$ cat config.mk
export PLATFORM = sky130hd
export DESIGN_NAME = symmetric_moving_average_core
export DESIGN_NICKNAME = d
export VERILOG_FILES = /design/src/hw/rtl/sma_pkg.sv /design/src/hw/rtl/sma_front.sv /design/src/hw/rtl/sma_queue.sv /design/src/hw/rtl/sma_back.sv /design/src/hw/rtl/symmetric_moving_average_core.sv
export SDC_FILE = /design/constraint.sdc
export NUM_CORES = 2
export LEC_CHECK = 0
export BUFFER_PORTS_ARGS = -buffer_cell sky130_fd_sc_hd__buf_2
export CORE_MARGIN = 2
export CORE_UTILIZATION = 45
export DETAILED_ROUTE_END_ITERATION = 16
export GPL_TIMING_DRIVEN = 0
export PLACE_DENSITY = 0.59
export SETUP_SLACK_MARGIN = 0.02
export SYNTH_ARGS = -nofsm -noshare
export SYNTH_HDL_FRONTEND = slang
export SYNTH_SLANG_ARGS = --single-unit
export TNS_END_PERCENT = 1
$ cat constraint.sdc
create_clock -name clock -period 46.6 [get_ports clock]
set_clock_uncertainty 0.05 [all_clocks]
set_input_delay 6.99 -clock clock [delete_from_list [all_inputs] [get_ports clock]]
set_output_delay 6.99 -clock clock [all_outputs]
set_load 0.01 [all_outputs]
$ cat src/hw/rtl/sma_pkg.sv
// shared constants and types for the symmetric moving average core
package sma_pkg;

   // window and sample geometry
   localparam int WINDOW_LENGTH = 17;
   localparam int SAMPLE_BITS   = 16;
   localparam int HALF_WIN      = WINDOW_LENGTH / 2;
   localparam int LAG           = WINDOW_LENGTH - 1 - HALF_WIN;

   // position tracking, saturating at the window length
   localparam int COUNT_BITS = $clog2(WINDOW_LENGTH + 1);
   localparam int POS_BITS   = COUNT_BITS + 2;

   // weighted taps carry up to three copies of a sample
   localparam int TERM_BITS   = SAMPLE_BITS + 2;
   localparam int SUM_BITS    = SAMPLE_BITS + $clog2(WINDOW_LENGTH);
   localparam int GROUP_SIZE  = 4;
   localparam int GROUP_COUNT = (WINDOW_LENGTH + GROUP_SIZE - 1) / GROUP_SIZE;

   // rounded divide: (2*|sum| + L) / (2*L) through a reciprocal
   localparam int DIVISOR     = 2 * WINDOW_LENGTH;
   localparam int NUM_BITS    = SUM_BITS + 1;
   localparam int RECIP_SHIFT = NUM_BITS + 1;
   localparam int RECIP_BITS  = RECIP_SHIFT - $clog2(DIVISOR) + 1;
   localparam longint unsigned RECIP = (64'd1 << RECIP_SHIFT) / DIVISOR;
   localparam int EST_BITS    = RECIP_BITS - 1;
   localparam int PROD_BITS   = NUM_BITS + RECIP_BITS;

   // queue between front and back
   localparam int QUEUE_DEPTH = 4;
   localparam int QPTR_BITS   = $clog2(QUEUE_DEPTH);

   typedef struct packed {
      logic signed [SAMPLE_BITS-1:0] sample;
      logic                          last_sample;
   } req_type;

   typedef struct packed {
      logic signed [SAMPLE_BITS-1:0] window_mean;
      logic                          last_result;
      logic                          short_record;
   } rsp_type;

   typedef struct packed {
      logic signed [SUM_BITS-1:0] sum;
      logic                       last_result;
      logic                       short_record;
   } entry_type;

endpackage

$ cat src/hw/rtl/sma_front.sv
// front end: sample history, record position tracking, window weighting and adder tree
module sma_front (
   input  logic                  clock,
   input  logic                  reset,
   input  logic                  req_valid,
   output logic                  req_ready,
   input  sma_pkg::req_type      req_data,
   output logic                  push_valid,
   input  logic                  push_ready,
   output sma_pkg::entry_type    push_entry
);

   logic signed [sma_pkg::SAMPLE_BITS-1:0] history_ff [sma_pkg::WINDOW_LENGTH];
   logic [sma_pkg::COUNT_BITS-1:0]         seen_ff, seen_in;

   logic                                   job_valid_ff, job_valid_in;
   logic [sma_pkg::COUNT_BITS-1:0]         job_t_ff, job_t_in;
   logic [sma_pkg::COUNT_BITS-1:0]         job_n_ff, job_n_in;
   logic                                   job_end_ff, job_end_in;
   logic                                   job_short_ff, job_short_in;

   logic                                   term_valid_ff;
   logic signed [sma_pkg::TERM_BITS-1:0]   term_ff [sma_pkg::WINDOW_LENGTH];
   logic signed [sma_pkg::TERM_BITS-1:0]   term_in [sma_pkg::WINDOW_LENGTH];
   logic                                   term_last_ff, term_short_ff;

   logic                                   part_valid_ff;
   logic signed [sma_pkg::SUM_BITS-1:0]    part_ff [sma_pkg::GROUP_COUNT];
   logic signed [sma_pkg::SUM_BITS-1:0]    part_in [sma_pkg::GROUP_COUNT];
   logic                                   part_last_ff, part_short_ff;

   logic                                   req_take, job_take, job_done, job_last;
   logic                                   term_ready, part_ready;
   logic [sma_pkg::COUNT_BITS-1:0]         n_next;
   logic signed [sma_pkg::POS_BITS-1:0]    win_lo, win_hi;
   logic signed [sma_pkg::POS_BITS-1:0]    pos [sma_pkg::WINDOW_LENGTH];
   logic signed [sma_pkg::POS_BITS-1:0]    mirror_left [sma_pkg::WINDOW_LENGTH];
   logic signed [sma_pkg::POS_BITS-1:0]    mirror_right [sma_pkg::WINDOW_LENGTH];
   logic                                   in_record [sma_pkg::WINDOW_LENGTH];
   logic                                   self_hit [sma_pkg::WINDOW_LENGTH];
   logic                                   left_hit [sma_pkg::WINDOW_LENGTH];
   logic                                   right_hit [sma_pkg::WINDOW_LENGTH];
   logic [1:0]                             weight [sma_pkg::WINDOW_LENGTH];
   logic signed [sma_pkg::TERM_BITS-1:0]   wide [sma_pkg::WINDOW_LENGTH];
   logic signed [sma_pkg::SUM_BITS-1:0]    total;

   // stage handshakes
   always_comb begin
      part_ready = !part_valid_ff || push_ready;
      term_ready = !term_valid_ff || part_ready;
      job_done   = !job_end_ff || job_short_ff ||
                   (job_t_ff == job_n_ff - sma_pkg::COUNT_BITS'(1));
      job_last   = job_end_ff && job_done;
      job_take   = job_valid_ff && term_ready;
      req_ready  = !job_valid_ff || (term_ready && job_done);
      req_take   = req_valid && req_ready;
   end

   // sample history, newest at index zero
   always_ff @(posedge clock) begin
      if (req_take) begin
         history_ff[0] <= req_data.sample;
         for (int i = 1; i < sma_pkg::WINDOW_LENGTH; i++) begin
            history_ff[i] <= history_ff[i-1];
         end
      end
   end

   // record position and result job sequencing
   always_comb begin
      if (seen_ff >= sma_pkg::COUNT_BITS'(sma_pkg::WINDOW_LENGTH)) begin
         n_next = sma_pkg::COUNT_BITS'(sma_pkg::WINDOW_LENGTH);
      end else begin
         n_next = seen_ff + sma_pkg::COUNT_BITS'(1);
      end
      seen_in      = seen_ff;
      job_valid_in = job_valid_ff;
      job_t_in     = job_t_ff;
      job_n_in     = job_n_ff;
      job_end_in   = job_end_ff;
      job_short_in = job_short_ff;
      // step through the flush positions of a final sample
      if (job_take) begin
         if (job_done) begin
            job_valid_in = 1'b0;
         end else begin
            job_t_in = job_t_ff + sma_pkg::COUNT_BITS'(1);
         end
      end
      // a new sample opens a new job
      if (req_take) begin
         job_n_in     = n_next;
         job_end_in   = req_data.last_sample;
         job_short_in = 1'b0;
         if (!req_data.last_sample) begin
            seen_in      = n_next;
            job_valid_in = n_next > sma_pkg::COUNT_BITS'(sma_pkg::LAG);
            job_t_in     = n_next - sma_pkg::COUNT_BITS'(sma_pkg::LAG + 1);
         end else begin
            seen_in      = '0;
            job_valid_in = 1'b1;
            if (n_next < sma_pkg::COUNT_BITS'(sma_pkg::HALF_WIN)) begin
               job_short_in = 1'b1;
               job_t_in     = '0;
            end else if (n_next > sma_pkg::COUNT_BITS'(sma_pkg::LAG)) begin
               job_t_in = n_next - sma_pkg::COUNT_BITS'(sma_pkg::LAG + 1);
            end else begin
               job_t_in = '0;
            end
         end
      end
   end

   always_ff @(posedge clock) begin
      if (reset) begin
         seen_ff      <= '0;
         job_valid_ff <= 1'b0;
      end else begin
         seen_ff      <= seen_in;
         job_valid_ff <= job_valid_in;
      end
   end

   always_ff @(posedge clock) begin
      job_t_ff     <= job_t_in;
      job_n_ff     <= job_n_in;
      job_end_ff   <= job_end_in;
      job_short_ff <= job_short_in;
   end

   // per-tap weight: how many mirrored window positions land on each held sample
   always_comb begin
      win_lo = $signed({2'b00, job_t_ff}) - sma_pkg::POS_BITS'(sma_pkg::HALF_WIN);
      win_hi = $signed({2'b00, job_t_ff}) + sma_pkg::POS_BITS'(sma_pkg::LAG);
      for (int a = 0; a < sma_pkg::WINDOW_LENGTH; a++) begin
         pos[a]          = $signed({2'b00, job_n_ff}) - sma_pkg::POS_BITS'(a + 1);
         mirror_left[a]  = -pos[a] - sma_pkg::POS_BITS'(1);
         mirror_right[a] = $signed({1'b0, job_n_ff, 1'b0}) - sma_pkg::POS_BITS'(1) - pos[a];
         in_record[a]    = (sma_pkg::COUNT_BITS'(a) < job_n_ff) && !job_short_ff;
         self_hit[a]     = in_record[a] && (pos[a] >= win_lo) && (pos[a] <= win_hi);
         left_hit[a]     = in_record[a] && (mirror_left[a] >= win_lo);
         right_hit[a]    = in_record[a] && job_end_ff && (mirror_right[a] <= win_hi);
         weight[a]       = 2'(self_hit[a]) + 2'(left_hit[a]) + 2'(right_hit[a]);
         wide[a]         = sma_pkg::TERM_BITS'(history_ff[a]);
         unique case (weight[a])
            2'd0: term_in[a] = '0;
            2'd1: term_in[a] = wide[a];
            2'd2: term_in[a] = wide[a] <<< 1;
            2'd3: term_in[a] = wide[a] + (wide[a] <<< 1);
         endcase
      end
   end

   // weighted tap stage
   always_ff @(posedge clock) begin
      if (reset) begin
         term_valid_ff <= 1'b0;
      end else if (term_ready) begin
         term_valid_ff <= job_valid_ff;
      end
   end

   always_ff @(posedge clock) begin
      if (term_ready && job_valid_ff) begin
         term_ff       <= term_in;
         term_last_ff  <= job_last;
         term_short_ff <= job_short_ff;
      end
   end

   // first level of the adder tree
   always_comb begin
      for (int g = 0; g < sma_pkg::GROUP_COUNT; g++) begin
         part_in[g] = '0;
         for (int k = 0; k < sma_pkg::GROUP_SIZE; k++) begin
            if (g * sma_pkg::GROUP_SIZE + k < sma_pkg::WINDOW_LENGTH) begin
               part_in[g] = part_in[g] +
                            sma_pkg::SUM_BITS'(term_ff[g * sma_pkg::GROUP_SIZE + k]);
            end
         end
      end
   end

   always_ff @(posedge clock) begin
      if (reset) begin
         part_valid_ff <= 1'b0;
      end else if (part_ready) begin
         part_valid_ff <= term_valid_ff;
      end
   end

   always_ff @(posedge clock) begin
      if (part_ready && term_valid_ff) begin
         part_ff       <= part_in;
         part_last_ff  <= term_last_ff;
         part_short_ff <= term_short_ff;
      end
   end

   // final sum into the queue
   always_comb begin
      total = '0;
      for (int g = 0; g < sma_pkg::GROUP_COUNT; g++) begin
         total = total + part_ff[g];
      end
      push_valid              = part_valid_ff;
      push_entry.sum          = total;
      push_entry.last_result  = part_last_ff;
      push_entry.short_record = part_short_ff;
   end

endmodule

$ cat src/hw/rtl/sma_queue.sv
// small register queue decoupling the window front end from the divide back end
module sma_queue (
   input  logic                  clock,
   input  logic                  reset,
   input  logic                  in_valid,
   output logic                  in_ready,
   input  sma_pkg::entry_type    in_entry,
   output logic                  out_valid,
   input  logic                  out_ready,
   output sma_pkg::entry_type    out_entry
);

   sma_pkg::entry_type              slot_ff [sma_pkg::QUEUE_DEPTH];
   logic [sma_pkg::QPTR_BITS-1:0]   wr_ptr_ff, wr_ptr_in;
   logic [sma_pkg::QPTR_BITS-1:0]   rd_ptr_ff, rd_ptr_in;
   logic [sma_pkg::QPTR_BITS:0]     count_ff, count_in;
   logic                            push, pop;

   // occupancy and pointers
   always_comb begin
      in_ready  = count_ff != (sma_pkg::QPTR_BITS + 1)'(sma_pkg::QUEUE_DEPTH);
      out_valid = count_ff != '0;
      out_entry = slot_ff[rd_ptr_ff];
      push      = in_valid && in_ready;
      pop       = out_valid && out_ready;
      wr_ptr_in = push ? wr_ptr_ff + sma_pkg::QPTR_BITS'(1) : wr_ptr_ff;
      rd_ptr_in = pop ? rd_ptr_ff + sma_pkg::QPTR_BITS'(1) : rd_ptr_ff;
      count_in  = count_ff + (sma_pkg::QPTR_BITS + 1)'(push)
                           - (sma_pkg::QPTR_BITS + 1)'(pop);
   end

   always_ff @(posedge clock) begin
      if (reset) begin
         wr_ptr_ff <= '0;
         rd_ptr_ff <= '0;
         count_ff  <= '0;
      end else begin
         wr_ptr_ff <= wr_ptr_in;
         rd_ptr_ff <= rd_ptr_in;
         count_ff  <= count_in;
      end
   end

   // entry storage
   always_ff @(posedge clock) begin
      if (push) begin
         slot_ff[wr_ptr_ff] <= in_entry;
      end
   end

endmodule

$ cat src/hw/rtl/sma_back.sv
// back end: rounded divide of the window sum by the window length, result register
module sma_back (
   input  logic                  clock,
   input  logic                  reset,
   input  logic                  in_valid,
   output logic                  in_ready,
   input  sma_pkg::entry_type    in_entry,
   output logic                  rsp_valid,
   input  logic                  rsp_ready,
   output sma_pkg::rsp_type      rsp_data
);

   logic                                 s1_valid_ff;
   logic [sma_pkg::NUM_BITS-1:0]         s1_num_ff, s1_num_in;
   logic                                 s1_neg_ff, s1_last_ff, s1_short_ff;

   logic                                 s2_valid_ff;
   logic [sma_pkg::NUM_BITS-1:0]         s2_num_ff;
   logic [sma_pkg::EST_BITS-1:0]         s2_est_ff, s2_est_in;
   logic                                 s2_neg_ff, s2_last_ff, s2_short_ff;

   logic                                 out_valid_ff;
   sma_pkg::rsp_type                     out_data_ff, out_data_in;

   logic                                 s1_ready, s2_ready, out_ready;
   logic [sma_pkg::SUM_BITS-1:0]         mag;
   logic [sma_pkg::PROD_BITS-1:0]        prod;
   logic [sma_pkg::NUM_BITS-1:0]         back_mul, rem;
   logic [sma_pkg::EST_BITS-1:0]         quot;
   logic [sma_pkg::SAMPLE_BITS-1:0]      mean_mag;

   // stage handshakes
   always_comb begin
      out_ready = !out_valid_ff || rsp_ready;
      s2_ready  = !s2_valid_ff || out_ready;
      s1_ready  = !s1_valid_ff || s2_ready;
      in_ready  = s1_ready;
      rsp_valid = out_valid_ff;
      rsp_data  = out_data_ff;
   end

   // magnitude and rounding offset
   always_comb begin
      mag       = in_entry.sum[sma_pkg::SUM_BITS-1] ? -in_entry.sum : in_entry.sum;
      s1_num_in = {mag, 1'b0} + sma_pkg::NUM_BITS'(sma_pkg::WINDOW_LENGTH);
   end

   // reciprocal multiply, quotient low by at most one
   always_comb begin
      prod      = sma_pkg::PROD_BITS'(s1_num_ff) * sma_pkg::PROD_BITS'(sma_pkg::RECIP);
      s2_est_in = prod[sma_pkg::RECIP_SHIFT +: sma_pkg::EST_BITS];
   end

   // quotient correction and sign
   always_comb begin
      back_mul = sma_pkg::NUM_BITS'(s2_est_ff) * sma_pkg::NUM_BITS'(sma_pkg::DIVISOR);
      rem      = s2_num_ff - back_mul;
      quot     = s2_est_ff +
                 sma_pkg::EST_BITS'(rem >= sma_pkg::NUM_BITS'(sma_pkg::DIVISOR));
      mean_mag = quot[sma_pkg::SAMPLE_BITS-1:0];
      out_data_in.window_mean  = s2_neg_ff ? -$signed(mean_mag) : $signed(mean_mag);
      out_data_in.last_result  = s2_last_ff;
      out_data_in.short_record = s2_short_ff;
   end

   always_ff @(posedge clock) begin
      if (reset) begin
         s1_valid_ff  <= 1'b0;
         s2_valid_ff  <= 1'b0;
         out_valid_ff <= 1'b0;
      end else begin
         if (s1_ready) begin
            s1_valid_ff <= in_valid;
         end
         if (s2_ready) begin
            s2_valid_ff <= s1_valid_ff;
         end
         if (out_ready) begin
            out_valid_ff <= s2_valid_ff;
         end
      end
   end

   always_ff @(posedge clock) begin
      if (s1_ready && in_valid) begin
         s1_num_ff   <= s1_num_in;
         s1_neg_ff   <= in_entry.sum[sma_pkg::SUM_BITS-1];
         s1_last_ff  <= in_entry.last_result;
         s1_short_ff <= in_entry.short_record;
      end
      if (s2_ready && s1_valid_ff) begin
         s2_num_ff   <= s1_num_ff;
         s2_est_ff   <= s2_est_in;
         s2_neg_ff   <= s1_neg_ff;
         s2_last_ff  <= s1_last_ff;
         s2_short_ff <= s1_short_ff;
      end
      if (out_ready && s2_valid_ff) begin
         out_data_ff <= out_data_in;
      end
   end

endmodule

$ cat src/hw/rtl/symmetric_moving_average_core.sv
// 17-sample moving average with mirrored record ends: a sample passes the job register,
// tap and partial sum stages, queue, divide stages and result register to result valid, at
// one sample per cycle on an unstalled stream; a final sample holds the input while the
// adder tree takes up to 9 flushed results from the history, one per cycle unless stalled.
// Synchronous active-high reset clears all valid flags, the record count and the
// queue pointers; the sample history is not cleared and is never read across records.
module symmetric_moving_average_core (
   input  logic                  clock,
   input  logic                  reset,
   input  logic                  req_valid,
   output logic                  req_ready,
   input  sma_pkg::req_type      req_data,
   output logic                  rsp_valid,
   input  logic                  rsp_ready,
   output sma_pkg::rsp_type      rsp_data
);

   logic                push_valid, push_ready;
   sma_pkg::entry_type  push_entry;
   logic                pop_valid, pop_ready;
   sma_pkg::entry_type  pop_entry;

   // window weighting and summation
   sma_front u_front (
      .clock      (clock),
      .reset      (reset),
      .req_valid  (req_valid),
      .req_ready  (req_ready),
      .req_data   (req_data),
      .push_valid (push_valid),
      .push_ready (push_ready),
      .push_entry (push_entry)
   );

   // decoupling queue
   sma_queue u_queue (
      .clock     (clock),
      .reset     (reset),
      .in_valid  (push_valid),
      .in_ready  (push_ready),
      .in_entry  (push_entry),
      .out_valid (pop_valid),
      .out_ready (pop_ready),
      .out_entry (pop_entry)
   );

   // rounded divide and result register
   sma_back u_back (
      .clock     (clock),
      .reset     (reset),
      .in_valid  (pop_valid),
      .in_ready  (pop_ready),
      .in_entry  (pop_entry),
      .rsp_valid (rsp_valid),
      .rsp_ready (rsp_ready),
      .rsp_data  (rsp_data)
   );

   // short record sums are forced to zero and always close the record
   assert property (@(posedge clock) disable iff (reset)
      push_valid && push_entry.short_record |->
         push_entry.last_result && (push_entry.sum == '0))
      else $error("short record entry without last flag or with nonzero sum");

   // the zero sum of a short record must come out as a zero mean
   assert property (@(posedge clock) disable iff (reset)
      rsp_valid && rsp_data.short_record |->
         rsp_data.last_result && (rsp_data.window_mean == '0))
      else $error("short record result with nonzero mean or without last flag");

   // nothing leaves the block in the cycle after reset
   assert property (@(posedge clock) reset |=> !rsp_valid && !pop_valid)
      else $error("result or queue entry valid right after reset");

endmodule

; Word level (Yosys, flattened, before mapping)
; Memory sizes are Yosys's and may differ from the RTL's. A register that Yosys moved wholly into a read port is not among the register bits.
; Index checks and enable logic that the tools add are counted.
[totals]
n_memories = 2
inputBits = 21
register_bits = 527
elab_cells = 537
out_inout_bits = 20
ramBits = 364
[classes]
reduce_logical = 149
add_sub_neg = 151
mux = 38
n_eq_ne = 54
n_mul = 2
magnitude_cmp = 89
[mem_list]
columns = name, words, width, rd, rd_clocked_by_memory_dff, wr, line_no
row1 = u_front.history_ff, 17, 16, 17, 0, 17, sma_front.sv:13  ; logic signed [sma_pkg::SAMPLE_BITS-1:0] history_ff [sma_pkg::WINDOW_LENGTH];
row2 = u_queue.slot_ff, 4, 23, 1, 1, 1, sma_queue.sv:13  ; sma_pkg::entry_type slot_ff [sma_pkg::QUEUE_DEPTH];
[ops]
columns = cell, n
row1 = 18-bit case mux with 4 select lines, 17
row2 = 16-bit by 17-bit adder with 18-bit output, 17
row3 = 7-bit >= comparator, 34
row4 = 7-bit <= comparator, 34
row5 = 7-bit negation, 17
row6 = "7-bit by 2-bit subtractor with 7-bit output, second input constant", 17
row7 = 7-bit subtractor, 17
row8 = 1-bit logical AND, 111
row9 = 21-bit by 18-bit adder with 21-bit output, 5
row10 = 19-bit by 18-bit adder with 20-bit output, 4
row11 = 18-bit by 18-bit adder with 19-bit output, 4
row12 = "2-bit == test, second input constant", 34
row13 = 21-bit adder, 3
row14 = "5-bit by 4-bit subtractor with 6-bit output, second input constant", 9
row15 = "4-bit by 5-bit < comparator with 1-bit output, first input constant", 8
row16 = "22-bit by 18-bit multiplier with 40-bit output, second input constant", 1
row17 = 5-bit two-way mux, 8
row18 = 1-bit by 1-bit adder with 2-bit output, 17
row19 = 2-bit by 1-bit adder with 2-bit output, 17
row20 = "2-bit by 1-bit == test with 1-bit output, second input constant", 17
row21 = 2-bit zero test, 17
row22 = "5-bit by 3-bit subtractor with 6-bit output, second input constant", 4
row23 = "22-bit by 5-bit adder with 22-bit output, second input constant", 1
row24 = "22-bit by 6-bit >= comparator with 1-bit output, second input constant", 1
row25 = 35 further kinds, 69

; Logic depth before layout (Yosys ltp)
[logic_depth]
ltp_word = 9
depth_mapped = 34
ltp_nobuf = 34

; Hierarchy
; Synthesis repeated with hierarchy kept, for this count alone.
[unflattened]
hier_cells = 6373
area_unflattened_um2 = 70312.4
[by_module_without_submodules]
columns = mod, cells_each, area_each_um2, seq_area_each_um2, n_inst
row1 = sma_front, 5137, 54930.2, 21060.2, 1
row2 = sma_back, 1067, 11559.8, 2552.4, 1
row3 = sma_queue, 169, 3822.4, 2942.8, 1

; Least setup slack after synthesis
; No wires, ideal clock.
[synth_path]
kind = reg-to-reg
start = register u_queue.count_ff[1] (netlist bit)
end = register u_front.term_ff[0] (netlist bit), enable pin
path_buffers = 0
t_arrival_ns = 14.414
setup_ns = 1.021
t_required_ns = 45.529
setup_slack_ns = 31.115
period_less_slack_ns = 15.485
stages_incl_launch_ff = 5
path_cell_list = dfxtp_1 > nor2_1 > and3_1 > and2_1 > nor2b_1
[synth_via]
elab_chain_len = 4
[synth_rtl]
columns = item, line_no
row1 = start: declaration, sma_queue.sv:16  ; logic [sma_pkg::QPTR_BITS:0] count_ff, count_in;
row2 = start signal: assignment, sma_queue.sv:40  ; count_ff <= count_in;
row3 = 3-bit != test, sma_queue.sv:21  ; in_ready = count_ff != (sma_pkg::QPTR_BITS + 1)'(sma_pkg::QUEUE_DEPTH);
row4 = 1-bit logical OR, sma_front.sv:49  ; part_ready = !part_valid_ff || push_ready;
row5 = 1-bit logical OR, sma_front.sv:50  ; term_ready = !term_valid_ff || part_ready;
row6 = 1-bit logical AND, n/a
row7 = named net u_front.job_take, sma_front.sv:32  ; logic req_take, job_take, job_done, job_last;
row8 = end signal: assignment, sma_front.sv:165  ; term_ff <= term_in;
row9 = end: declaration, sma_front.sv:23  ; logic signed [sma_pkg::TERM_BITS-1:0] term_ff [sma_pkg::WINDOW_LENGTH];
; The timed path passes the listed nets, and every way through them passes these cells.
; A chain may end at the register's enable or synchronous reset.

; Worst setup path after layout
[layout_path]
start = register u_front.job_n_ff[2] (netlist bit)
end = output req_ready
[layout_via]
elab_chain_len = 5
[layout_rtl]
columns = item, line_no
row1 = start: declaration, sma_front.sv:18  ; logic [sma_pkg::COUNT_BITS-1:0] job_n_ff, job_n_in;
row2 = start signal: assignment, sma_front.sv:126  ; job_n_ff <= job_n_in;
row3 = 5-bit by 1-bit subtractor with 5-bit output, sma_front.sv:52  ; (job_t_ff == job_n_ff - sma_pkg::COUNT_BITS'(1));
row4 = 5-bit == test, sma_front.sv:52
row5 = 1-bit logical OR, sma_front.sv:51  ; job_done = !job_end_ff || job_short_ff ||
row6 = 1-bit logical AND, sma_front.sv:55  ; req_ready = !job_valid_ff || (term_ready && job_done);
row7 = 1-bit logical OR, sma_front.sv:55
row8 = end: declaration, symmetric_moving_average_core.sv:11  ; output logic req_ready,
; Every way passes these cells.

==> flow_summary.ini <==
[hold_path]
hold_path.startpoint = u_back.s1_last_ff
holdPathEnd = u_back.s2_last_ff
holdCritPathClass = reg2reg
holdPathStages = 0

[global_routing]
grt-ovfl-total = 0
grt_pass1_wl_um = 280000
gr-usage-all-layers = 0.218
antenna_found_initial = 2
grt_max_degree = 120
grt_pass1_vias = 49000

[synth]
syn-num-nets = 7690
synth_cells = 6390
ys_ff_latch = 891
synth_area_per_cell_um2 = 11.2
synth_top_area_frac = 0.366
syn_area_um2 = 71400
synth_edf_count = 871
ys.warnings.count = 0
synth_area_leader_cell = edfxtp_1
synthFlopType = edfxtp_1
synthArstFlopShare = 0
yosys-top-cells-area = edfxtp_1 37%, ha_1 17%, fa_1 8.4%
yosys.cell_types.count = 85
ys_seq_area_frac = 0.372

[routing]
wl_um = 177000
wl_per_cell_um = 20.3
drt-initial-drc-count = 3293
vias = 49500
drtPass1Iterations = 5
remaining_drc_errors = 0
ant_nets = 0
vias_per_cell = 5.67

[timing]
finalHoldViolCount = 0
finalSetupTns_ps = 0
max_freq_mhz = 75.0
fin_crit_ps = 13330
slew_headroom = 0.0678
setup_viol = 0
setup_ws_ps = 33270
rsz0062_at_grt = false
drv_slew = 0
period_share = 0.286
worst_pin_slew_ps = 1400

[die]
num_rows = 146
fp.coreArea_um2 = 158000
dieArea_um2 = 162000
fp.dieH_um = 402
initial_core_util = 0.452
die_w_um = 402
ios = 41

[layout]
layout-drive-gt1-share = 0.0659
fin_nets = 7863
diodes = 0
area_delta_synth_final_pct = 9.81
mostFrequentLayoutCells = 980 x ha_1, 871 x edfxtp_1, 451 x a21oi_1
final_common_cell = ha_1
fin_area_um2 = 78400

[cts]
hold_buffers = 0
clkLatencyLatePin_ps = 700
cts_sinks = 891
cts_tree = built
clk_pin_slew_worst_paths_ps = 60
numCtsBuffers = 104
cts_resized = 0
htreeDepth = 3
cts_setup_buffers = 0
clockRootBuffer = clkbuf_16
clockBufferDepth = 3

[setup_path]
critPathCaptureType = primary output
crit_fanout = 15
rrSetupSlack_ps = 38350
crit_buf_inv = 4
r2r_cells = 21
r2r-start = u_front.job_n_ff[2]
worst_setup_path_start_kind = flop
cp_slowest_cell = xnor2_2
critPathArrivalTime_ps = 6290
path_cells = clkbuf_1 -> inv_1 -> ha_1 -> nand2_1 -> nand2_1 -> xnor2_2 -> buf_8 -> ha_1 -> and4b_1 -> nor3_1 -> o21ai_0 -> buf_2
slowest_delay_ps = 890
worstSetupPathType = reg2out
r2r_end = u_front.term_ff[14]
crit_family = buffers and inverters
worstPathRequired_ps = 39560

[place]
hpwl_um = 139000
place_area_um2 = 74900
gp_congestion = 0.878
dp_slack_ps = 34030
numPortBuffers = 39

[run]
maxCapViolCount = 0

[outcome]
status = finished, final reports clean
logic make-up (layout without fill, tap and decap cells):
group	count (synthesis)	count (layout)	share of synthesized area
AO/OA/AOI/OAI	1606	1606	0.148
adder cells (fa/ha/maj)	1279	1279	0.255
flip-flops	891	891	0.372
XOR/XNOR	575	575	0.0705
buffers and inverters	485	744	0.0259
multiplexers	221	221	0.0376
AND/OR/NAND/NOR	1333	1333	0.0903
stage by stage:
| step | util | hold slack (ps) | std cells |
|---|---|---|---|
| 4_1_cts | 0.496 | 366 | 8721 |
| 6_report | 0.496 | 363 | 8721 |
| 3_5_place_dp | 0.474 | 356 | 8529 |
| 2_1_floorplan | - | 350 | 6390 |
| 5_1_grt | 0.496 | 376 | 8721 |
| 3_3_place_gp | 0.469 | 353 | 8501 |
synthesized netlist by cell type, drive strengths merged (12+ instances only):
| cell | number |
|---|---|
| nor3b | 12 |
| a31oi | 62 |
| edfxtp | 871 |
| xor2 | 189 |
| nand2 | 317 |
| o21bai | 99 |
| a2111oi | 48 |
| nor2 | 375 |
| inv | 354 |
| a41oi | 13 |
| xnor2 | 386 |
| o31ai | 23 |
| or4 | 18 |
| ha | 981 |
| nand2b | 67 |
| a22oi | 45 |
| dfxtp | 20 |
| mux2 | 130 |
| nand4 | 14 |
| o22ai | 13 |
| o21ai | 273 |
| nand3 | 100 |
| a22o | 140 |
| mux4 | 23 |
| a21o | 221 |
| o41ai | 18 |
| o211ai | 16 |
| or3 | 29 |
| clkbuf | 115 |
| and2 | 34 |
| and3 | 59 |
| a31o | 15 |
| buf | 15 |
| nor3 | 149 |
| mux2i | 68 |
| nor2b | 98 |
| a211o | 12 |
| o21a | 56 |
| a21oi | 452 |
| fa | 298 |
| a211oi | 33 |
| or2 | 20 |
metal layers:
| layer | GRT usage | vias to the layer above | routed length (um) |
|---|---|---|---|
| met5 | 0 | - | 10 |
| li1 | - | 24100 | - |
| met4 | 0.0642 | 2 | 4600 |
| met3 | 0.0212 | 222 | 6980 |
| met1 | 0.303 | 24100 | 82300 |
| met2 | 0.362 | 978 | 83300 |
registers in the layout, indices dropped and copies added, names as in the netlist, 2 cells and up, named ones only:
signal / count
u_front.job_n_ff: 5
u_back.rsp_data: 18
u_front.seen_ff: 5
u_front.term_ff: 306
u_front.history_ff: 272
u_back.s2_num_ff: 21
u_queue.wr_ptr_ff: 2
u_front.job_t_ff: 5
u_front.part_ff: 102
u_back.s2_est_ff: 17
u_queue.rd_ptr_ff: 2
u_queue.slot_ff: 92
u_queue.count_ff: 3
u_back.s1_num_ff: 21
final cells by class:
class | instances | area [um^2]
Timing Repair Buffer | 67 | 803
Tap cell | 2072 | 2590
Inverter | 355 | 1340
Buffer | 130 | 515
Fill cell | 14100 | 79600
Multi-Input combinational cell | 5014 | 43100
Clock buffer | 120 | 2750
Sequential cell | 891 | 26600
Clock inverter | 72 | 779
worst max-delay path by stage:
stage,start,endpoint,depth (start not counted)
6_report,u_front.job_n_ff[2],req_ready,12
5_1_grt,u_front.job_n_ff[2],req_ready,12
4_1_cts,u_front.job_n_ff[2],req_ready,12
3_5_place_dp,u_front.job_n_ff[2],req_ready,12
3_3_place_gp,u_queue.count_ff[1],u_front.term_ff[112],4
2_1_floorplan,u_queue.count_ff[1],u_front.term_ff[0],4
Power is not shown: default switching activity piles up to over one toggle a cycle in this logic, so the estimate is an artifact.
